[src/hw/rtl/tksbs_pkg.sv]
`timescale 1ns / 1ps
`default_nettype none
// ---------------------------------------------------------------------------
// tksbs_pkg: shared constants for the bright spot tracker
// Field widths, parameter defaults and register reset values.
// ---------------------------------------------------------------------------
package tksbs_pkg;

    localparam int SPOT_COUNT_DEF = 3;
    localparam int COORD_BITS_DEF = 12;

    localparam int PORT_COORD_BITS = 12;
    localparam int VALUE_BITS      = 8;
    localparam int RANK_BITS       = 3;
    localparam int SEP_BITS        = 8;

    localparam logic [SEP_BITS-1:0] SEP_RESET = 8'd10;

    localparam int S_TDATA_BITS = 32;
    localparam int M_TDATA_BITS = 40;

endpackage
`default_nettype wire

[src/hw/rtl/top_k_separated_bright_spots_unit.sv]
`timescale 1ns / 1ps
`default_nettype none
// ---------------------------------------------------------------------------
// top_k_separated_bright_spots_unit: top-K bright spot tracker
// Keeps the brightest, mutually separated spots of a pixel stream.
// ---------------------------------------------------------------------------
// Pixels enter on the s_ stream, one item per cycle; s_tlast marks the last
// pixel of a frame. Each pixel is held in an input register and, the next
// cycle, checked against every stored spot in parallel and inserted into the
// brightness-sorted table. Ordinary pixels produce no output.
// On a frame's last pixel the updated table is copied to a readout buffer
// and the table is cleared, so the next frame can start in the next cycle.
// The buffer drains SPOT_COUNT items on the m_ stream, brightest first, with
// m_tlast on the final one, from the buffer loaded as the last pixel leaves
// the input register. Sustained rate is one pixel per cycle; a frame's last
// pixel can only leave the input register once the readout buffer is free,
// so frames shorter than SPOT_COUNT pixels, or a stalled receiver, hold
// off s_tready through the single input register.
// min_separation is written on the cfg_ channel (always ready); write it
// only while idle, the block does not enforce this. Reset (aresetn low,
// synchronous) empties the table and buffer and loads min_separation with 10.
// ---------------------------------------------------------------------------
module top_k_separated_bright_spots_unit #(
    parameter int SPOT_COUNT = tksbs_pkg::SPOT_COUNT_DEF,
    parameter int COORD_BITS = tksbs_pkg::COORD_BITS_DEF
) (
    input  wire logic                              aclk,
    input  wire logic                              aresetn,
    // configuration: min_separation
    input  wire logic                              cfg_valid,
    output logic                                   cfg_ready,
    input  wire logic [tksbs_pkg::SEP_BITS-1:0]    cfg_data,
    // pixels, tdata from bit 0: pixel_row[12], pixel_col[12], pixel_value[8]
    input  wire logic                              s_tvalid,
    output logic                                   s_tready,
    input  wire logic [tksbs_pkg::S_TDATA_BITS-1:0] s_tdata,
    input  wire logic                              s_tlast,
    // spots, tdata from bit 0: spot_row[12], spot_col[12], spot_brightness[8],
    // spot_rank[3], zero pad[5]
    output logic                                   m_tvalid,
    input  wire logic                              m_tready,
    output logic [tksbs_pkg::M_TDATA_BITS-1:0]     m_tdata,
    output logic                                   m_tlast
);
    import tksbs_pkg::*;

    localparam int IDX_BITS = (SPOT_COUNT > 1) ? $clog2(SPOT_COUNT) : 1;
    localparam int CMP_BITS = (COORD_BITS > SEP_BITS) ? COORD_BITS : SEP_BITS;
    localparam logic [IDX_BITS-1:0] LAST_IDX = IDX_BITS'(SPOT_COUNT - 1);

    // configuration
    logic [SEP_BITS-1:0]   sep_reg;

    // input register
    logic                  in_valid_reg;
    logic                  in_last_reg;
    logic [COORD_BITS-1:0] in_row_reg;
    logic [COORD_BITS-1:0] in_col_reg;
    logic [VALUE_BITS-1:0] in_val_reg;

    // spot table, sorted by descending brightness
    logic [COORD_BITS-1:0] row_reg [SPOT_COUNT];
    logic [COORD_BITS-1:0] col_reg [SPOT_COUNT];
    logic [VALUE_BITS-1:0] val_reg [SPOT_COUNT];
    logic [COORD_BITS-1:0] row_next [SPOT_COUNT];
    logic [COORD_BITS-1:0] col_next [SPOT_COUNT];
    logic [VALUE_BITS-1:0] val_next [SPOT_COUNT];

    // readout buffer
    logic [COORD_BITS-1:0] rd_row_reg [SPOT_COUNT];
    logic [COORD_BITS-1:0] rd_col_reg [SPOT_COUNT];
    logic [VALUE_BITS-1:0] rd_val_reg [SPOT_COUNT];
    logic                  rd_active_reg;
    logic [IDX_BITS-1:0]   rd_idx_reg;

    logic                  rd_free;
    logic                  advance;
    logic                  separate;
    logic                  insert;
    logic [SPOT_COUNT-1:0] ge;

    function automatic logic [COORD_BITS-1:0] absdiff(
        input logic [COORD_BITS-1:0] a,
        input logic [COORD_BITS-1:0] b
    );
        return (a > b) ? (a - b) : (b - a);
    endfunction

    assign cfg_ready = 1'b1;

    assign rd_free  = !rd_active_reg || (m_tready && (rd_idx_reg == LAST_IDX));
    assign advance  = in_valid_reg && (!in_last_reg || rd_free);
    assign s_tready = !in_valid_reg || advance;

    always_comb begin
        separate = 1'b1;
        for (int i = 0; i < SPOT_COUNT; i++) begin
            if ((val_reg[i] != '0) &&
                (CMP_BITS'(absdiff(row_reg[i], in_row_reg)) <= CMP_BITS'(sep_reg)) &&
                (CMP_BITS'(absdiff(col_reg[i], in_col_reg)) <= CMP_BITS'(sep_reg))) begin
                separate = 1'b0;
            end
        end
        insert = separate && (in_val_reg > val_reg[SPOT_COUNT-1]);
        for (int i = 0; i < SPOT_COUNT; i++) begin
            ge[i] = (val_reg[i] >= in_val_reg);
        end

        // slot 0: take the new spot if it outranks the current top
        row_next[0] = row_reg[0];
        col_next[0] = col_reg[0];
        val_next[0] = val_reg[0];
        if (insert && !ge[0]) begin
            row_next[0] = in_row_reg;
            col_next[0] = in_col_reg;
            val_next[0] = in_val_reg;
        end
        // lower slots: keep, take the new spot, or shift down by one
        for (int i = 1; i < SPOT_COUNT; i++) begin
            row_next[i] = row_reg[i];
            col_next[i] = col_reg[i];
            val_next[i] = val_reg[i];
            if (insert && !ge[i]) begin
                if (ge[i-1]) begin
                    row_next[i] = in_row_reg;
                    col_next[i] = in_col_reg;
                    val_next[i] = in_val_reg;
                end else begin
                    row_next[i] = row_reg[i-1];
                    col_next[i] = col_reg[i-1];
                    val_next[i] = val_reg[i-1];
                end
            end
        end
    end

    // configuration and input register
    always_ff @(posedge aclk) begin
        if (!aresetn) begin
            sep_reg      <= SEP_RESET;
            in_valid_reg <= 1'b0;
        end else begin
            if (cfg_valid && cfg_ready) begin
                sep_reg <= cfg_data;
            end
            if (s_tready) begin
                in_valid_reg <= s_tvalid;
            end
        end
    end

    always_ff @(posedge aclk) begin
        if (s_tready && s_tvalid) begin
            in_last_reg <= s_tlast;
            in_row_reg  <= COORD_BITS'(s_tdata[11:0]);
            in_col_reg  <= COORD_BITS'(s_tdata[23:12]);
            in_val_reg  <= s_tdata[31:24];
        end
    end

    // spot table: update per pixel, clear after a frame's last pixel
    always_ff @(posedge aclk) begin
        if (!aresetn) begin
            for (int i = 0; i < SPOT_COUNT; i++) begin
                row_reg[i] <= '0;
                col_reg[i] <= '0;
                val_reg[i] <= '0;
            end
        end else if (advance) begin
            for (int i = 0; i < SPOT_COUNT; i++) begin
                if (in_last_reg) begin
                    row_reg[i] <= '0;
                    col_reg[i] <= '0;
                    val_reg[i] <= '0;
                end else begin
                    row_reg[i] <= row_next[i];
                    col_reg[i] <= col_next[i];
                    val_reg[i] <= val_next[i];
                end
            end
        end
    end

    // readout buffer payload
    always_ff @(posedge aclk) begin
        if (advance && in_last_reg) begin
            for (int i = 0; i < SPOT_COUNT; i++) begin
                rd_row_reg[i] <= row_next[i];
                rd_col_reg[i] <= col_next[i];
                rd_val_reg[i] <= val_next[i];
            end
        end
    end

    // readout sequencing
    always_ff @(posedge aclk) begin
        if (!aresetn) begin
            rd_active_reg <= 1'b0;
            rd_idx_reg    <= '0;
        end else if (advance && in_last_reg) begin
            rd_active_reg <= 1'b1;
            rd_idx_reg    <= '0;
        end else if (rd_active_reg && m_tready) begin
            if (rd_idx_reg == LAST_IDX) begin
                rd_active_reg <= 1'b0;
                rd_idx_reg    <= '0;
            end else begin
                rd_idx_reg <= rd_idx_reg + 1'b1;
            end
        end
    end

    assign m_tvalid = rd_active_reg;
    assign m_tlast  = (rd_idx_reg == LAST_IDX);
    assign m_tdata  = {5'b0,
                       RANK_BITS'(rd_idx_reg),
                       rd_val_reg[rd_idx_reg],
                       PORT_COORD_BITS'(rd_col_reg[rd_idx_reg]),
                       PORT_COORD_BITS'(rd_row_reg[rd_idx_reg])};

endmodule
`default_nettype wire

[config.mk]
export PLATFORM = sky130hd
export DESIGN_NAME = top_k_separated_bright_spots_unit
export DESIGN_NICKNAME = d
export VERILOG_FILES = /design/src/hw/rtl/tksbs_pkg.sv /design/src/hw/rtl/top_k_separated_bright_spots_unit.sv
export SDC_FILE = /design/constraint.sdc
export NUM_CORES = 1
export LEC_CHECK = 0
export BUFFER_PORTS_ARGS = -buffer_cell sky130_fd_sc_hd__buf_2
export CORE_AREA = 2 2 211 213
export CTS_BUF_LIST = sky130_fd_sc_hd__clkbuf_2 sky130_fd_sc_hd__clkbuf_4 sky130_fd_sc_hd__clkbuf_8
export CTS_CLUSTER_SIZE = 16
export DETAILED_ROUTE_END_ITERATION = 10
export DIE_AREA = 0 0 213 215
export GPL_ROUTABILITY_DRIVEN = 0
export RECOVER_POWER = 100
export SYNTH_ARGS = -nofsm -noshare
export SYNTH_HDL_FRONTEND = slang
export SYNTH_SLANG_ARGS = --single-unit
[constraint.sdc]
create_clock -name aclk -period 17.8 [get_ports aclk]
set_clock_uncertainty 0.1 [all_clocks]
set_input_delay 3.56 -clock aclk [delete_from_list [all_inputs] [get_ports aclk]]
set_output_delay 3.56 -clock aclk [all_outputs]
set_load 0.03 [all_outputs]
After elaboration in Yosys (flattened, before gate mapping)
Memories as Yosys holds them, arrays and structs flattened. A register that Yosys moved wholly into a read port is not among the register bits.
Cells that the tools add are included.
{"block": "word_totals", "register_bits": 45, "ramBits": 192, "inputBits": 46, "wordCells": 157, "memories": 6}
{"block": "classes", "addsub": 13, "order_cmp": 16, "n_eq_ne": 1, "muxes": 63, "bitwise": 19, "n_reduce_logical": 31}
{"memory": "col_reg", "words": 3, "word_bits": 12, "read_ports": 3, "rd_clocked_by_memory_dff": 0, "wr": 3, "line": "top_k_separated_bright_spots_unit.sv:63", "rtl": "logic [COORD_BITS-1:0] col_reg [SPOT_COUNT];"}
{"memory": "rd_col_reg", "words": 3, "word_bits": 12, "read_ports": 1, "rd_clocked_by_memory_dff": 1, "wr": 3, "line": "top_k_separated_bright_spots_unit.sv:71", "rtl": "logic [COORD_BITS-1:0] rd_col_reg [SPOT_COUNT];"}
{"memory": "rd_row_reg", "words": 3, "word_bits": 12, "read_ports": 1, "rd_clocked_by_memory_dff": 1, "wr": 3, "line": "top_k_separated_bright_spots_unit.sv:70", "rtl": "logic [COORD_BITS-1:0] rd_row_reg [SPOT_COUNT];"}
{"memory": "row_reg", "words": 3, "word_bits": 12, "read_ports": 3, "rd_clocked_by_memory_dff": 0, "wr": 3, "line": "top_k_separated_bright_spots_unit.sv:62", "rtl": "logic [COORD_BITS-1:0] row_reg [SPOT_COUNT];"}
{"memory": "rd_val_reg", "words": 3, "word_bits": 8, "read_ports": 1, "rd_clocked_by_memory_dff": 1, "wr": 3, "line": "top_k_separated_bright_spots_unit.sv:72", "rtl": "logic [VALUE_BITS-1:0] rd_val_reg [SPOT_COUNT];"}
{"memory": "val_reg", "words": 3, "word_bits": 8, "read_ports": 3, "rd_clocked_by_memory_dff": 0, "wr": 3, "line": "top_k_separated_bright_spots_unit.sv:64", "rtl": "logic [VALUE_BITS-1:0] val_reg [SPOT_COUNT];"}
{"cell": "12-bit two-way mux", "count": 28}
{"cell": "12-bit subtractor", "count": 12}
{"cell": "8-bit two-way mux", "count": 11}
{"cell": "12-bit greater-than comparator", "count": 6}
{"cell": "12-bit by 8-bit <= comparator with 1-bit output", "count": 6}
{"cell": "8-bit >= comparator", "count": 3}
{"cell": "8-bit nonzero test", "count": 3}
{"cell": "1-bit OR", "count": 18}
{"cell": "1-bit two-way mux", "count": 17}
{"cell": "1-bit logical AND", "count": 15}
{"cell": "2-bit two-way mux", "count": 7}
{"cell": "8-bit greater-than comparator", "count": 1}
{"cell": "1-bit logical NOT", "count": 6}
{"cell": "2-bit nonzero test", "count": 2}
{"cell": "1-bit logical OR", "count": 3}
{"cell": "2-bit by 1-bit adder with 2-bit output, second input constant", "count": 1}
{"cell": "2-bit equality test, second input constant", "count": 1}
{"cell": "2-bit AND reduction", "count": 1}
{"cell": "2-bit OR reduction", "count": 1}
{"cell": "1-bit inverter", "count": 1}

Logic depth before layout (Yosys ltp)
An unclocked memory read counts as a cell.
{"block": "depth", "ltp_word": 13, "depth_mapped": 26, "ltp_nobuf": 24}

Worst setup path before layout
No wires, ideal clock.
{"block": "synth_path", "kind": "input to register", "start": "input port m_tready", "end": "memory rd_col_reg[0][0] (netlist bit) (enable)", "arrival_time_ps": 7780, "slack_ps": 9369, "cell_stages": 2, "path_cell_list": "a21boi_0 > nor2_1"}
{"element": "start, declared", "line": "top_k_separated_bright_spots_unit.sv:41", "rtl": "input wire logic m_tready,"}
{"element": "end, declared", "line": "top_k_separated_bright_spots_unit.sv:71"}

==> out/metrics.csv <==
metric,value,unit
outcome,finished with violations,
failing checks,"max-capacitance violations, max-slew violations",
Power Dens Cells,87.0,nW/µm²
PortBufs,82,
Design Power,1830,µW
Post-route DRC,0,
distinct cell type count after synthesis,74,
layout cells sized above 1,0.0814,
WL/cell,22.0,µm
slew margin rel.,-2.06,
Synth Flop Type,edfxtp_1,
count of synthesis-stage warnings from yosys,0,
die area,45800,µm²
Fin Setup TNS,0,ns
period utilization,0.617,
worst slew pin tran,4.59,ns
CP arrival,11.26,ns
Crit. End Element,flip-flop,
Max Cap Violations,11,
core footprint,43600,µm²
"Design Area, Final",21000,µm²
post-synthesis sequential area ratio,0.364,
FILL cells,4196,
vias in the first global route,16100,
Initial Utilization,0.443,
area of the multi-input gates,11300,µm²
DP HPWL,42200,µm
Layout area overhead,8.56,%
Final Slew Violations,445,
Yosys reg bits,239,
final hold viol count,0,
TritonCTS clock tree,yes,
P_leak,0.00838,µW
Die Width,213,µm
number of gates resized after CTS,0,
IO Pins,90,
First-pass DRT Iterations,5,
RSZ-0062 raised after global routing,false,
DRT iter0 DRCs,1422,
cts bufs inserted,44,
CTS Hold Bufs,0,
Clock transition at path regs,0.06,ns
maximum number of pins on one net before global-route repair,76,
Post-synth top cells,"edfxtp_1 (225), ha_1 (210), a21oi_1 (191)",
Synth area leaders,"edfxtp_1 (35%), ha_1 (14%), mux2i_1 (5.8%)",
CP max FO,25,
"Setup violations, final",0,
first-pass GRT wire length,92200,µm
Post-Synthesis Cells,2071,
Hold Path Class,flip-flop to flip-flop,
ys async rst share,0,
grt ovf,0,
clock latency on the worst-skew pair,0.63,ns
Clock Sinks,239,
Syn Area/Cell,9.34,µm²
Post-CTS Setup Repair Bufs,0,
Sequential Area,7040,µm²
CP Class,flip-flop to flip-flop,
Post-synth EDFFs,225,
Final nets,2371,
via count of the routed design,16400,
Final ANT Viol Nets,0,
post-synth top area share,0.349,
critical path required time,18.08,ns
fin crit period,10.98,ns
Vias/cell,6.01,
CTS HTree Levels,2,
startpoint class of the critical path,flip-flop,
total track usage,0.262,
post-synth top area cell,edfxtp_1,
Max Buffers Root-to-Sink,3,
Root Buffer,clkbuf_8,
Post-DP Area,20300,µm²
Peak VDD IR,0.0000623,V
total inserted antenna cells,0,
Synth Cell Area,19300,µm²
die height,215,µm
top-count cell post-synth,edfxtp_1,
final hold slack,0.412,ns
initial antenna violation count,1,
max frequency,91.1,MHz
row cnt,77,
WL final,60000,µm
==> path summary, 6_finish.rpt <==
kind / from / slack, ns / cells after the start / to
worst max register to register: in_col_reg[3] / 6.82 / 21 / rd_row_reg[0][11]
worst min register to register: sep_reg[4] / 0.41 / 2 / sep_reg[4]
worst max-delay path: in_col_reg[3] / 6.82 / 21 / rd_row_reg[0][11]
worst min-delay path: sep_reg[4] / 0.41 / 2 / sep_reg[4]
==> power breakdown <==
group | leakage, µW | switching [µW] | internal [µW] | total (µW)
clock network | 0.000472 | 251 | 293 | 543
logic | 0.00555 | 369 | 220 | 590
registers | 0.00235 | 30.7 | 664 | 695
==> final cells by class <==
cell class,instances,area share
Multi-Input combinational cell,1568,0.538
Clock inverter,23,0.00846
Inverter,145,0.0259
Timing Repair Buffer,105,0.0235
Clock buffer,58,0.0338
Tap cell,592,0.0353
Sequential cell,239,0.335
==> routing by layer <==
metal / routed length, µm / track usage / vias to the layer above / share of wire
met1: 27200 / 0.371 / 8029 / 0.45
met4: 1930 / 0.0951 / 2 / 0.032
li1: - / - / 7666 / -
met2: 26500 / 0.404 / 605 / 0.44
met3: 4330 / 0.0409 / 103 / 0.072
met5: 13 / 0 / - / 0.00022
==> metrics by stage <==
stage                     utilization  cells  worst slack, ns
after floorplan                     -   2076             9.37
after global placement          0.464   2649             9.36
after detailed placement        0.464   2649             9.28
after CTS                       0.485   2730             9.29
after global routing            0.481   2730             6.26
final                           0.481   2730             6.82
==> critical path, cell delays in order, from the launching register on <==
cell and delay, ns:
edfxtp_1 0.58, inv_1 0.23, ha_1 0.52, a21oi_1 0.19, a211oi_1 0.27, nor2_1 0.12
a21oi_1 1.15, o21ai_0 0.46, o21ai_0 0.29, a221oi_1 0.13, xnor2_1 0.26, ha_1 0.28
a21o_1 0.18, a21o_1 0.16, a21oi_1 0.14, a21oi_1 0.09, nor4_1 0.35, nand4_1 0.29
o21ai_0 3.13, nor2_1 0.78, clkbuf_1 0.61, mux2_2 0.42
==> cells in the final DEF (no fill, tap or decap), types with 14 or more instances in the layout <==
cell | netlist | final
nor3b_1 | 34 | 34
edfxtp_1 | 225 | 225
nor4_1 | 45 | 45
clkbuf_8 | 0 | 44
xnor2_1 | 28 | 28
clkbuf_4 | 0 | 14
a21o_1 | 52 | 52
nor2_1 | 117 | 117
a21boi_0 | 6 | 26
mux2i_1 | 112 | 112
nand4_1 | 36 | 36
nor3_1 | 70 | 70
clkbuf_1 | 81 | 51
o21ai_0 | 130 | 134
nand2b_1 | 15 | 15
mux2_2 | 33 | 33
buf_2 | 27 | 41
nand3_1 | 47 | 47
nand2_1 | 148 | 147
o21a_1 | 18 | 18
a31oi_1 | 21 | 21
inv_1 | 145 | 145
a21oi_1 | 191 | 192
o21bai_1 | 16 | 16
xor2_1 | 25 | 25
ha_1 | 210 | 210
nor2b_1 | 32 | 32
==> cells by family after synthesis <==
family / share of synthesized area
other cells: 0.000388
buf+inv: 0.0557
flops: 0.364
xor+xnor: 0.0240
compound gates: 0.181
mux: 0.0772
simple gates: 0.149
fa+ha+maj: 0.148
Note: power is estimated with default switching activity, not from simulation.
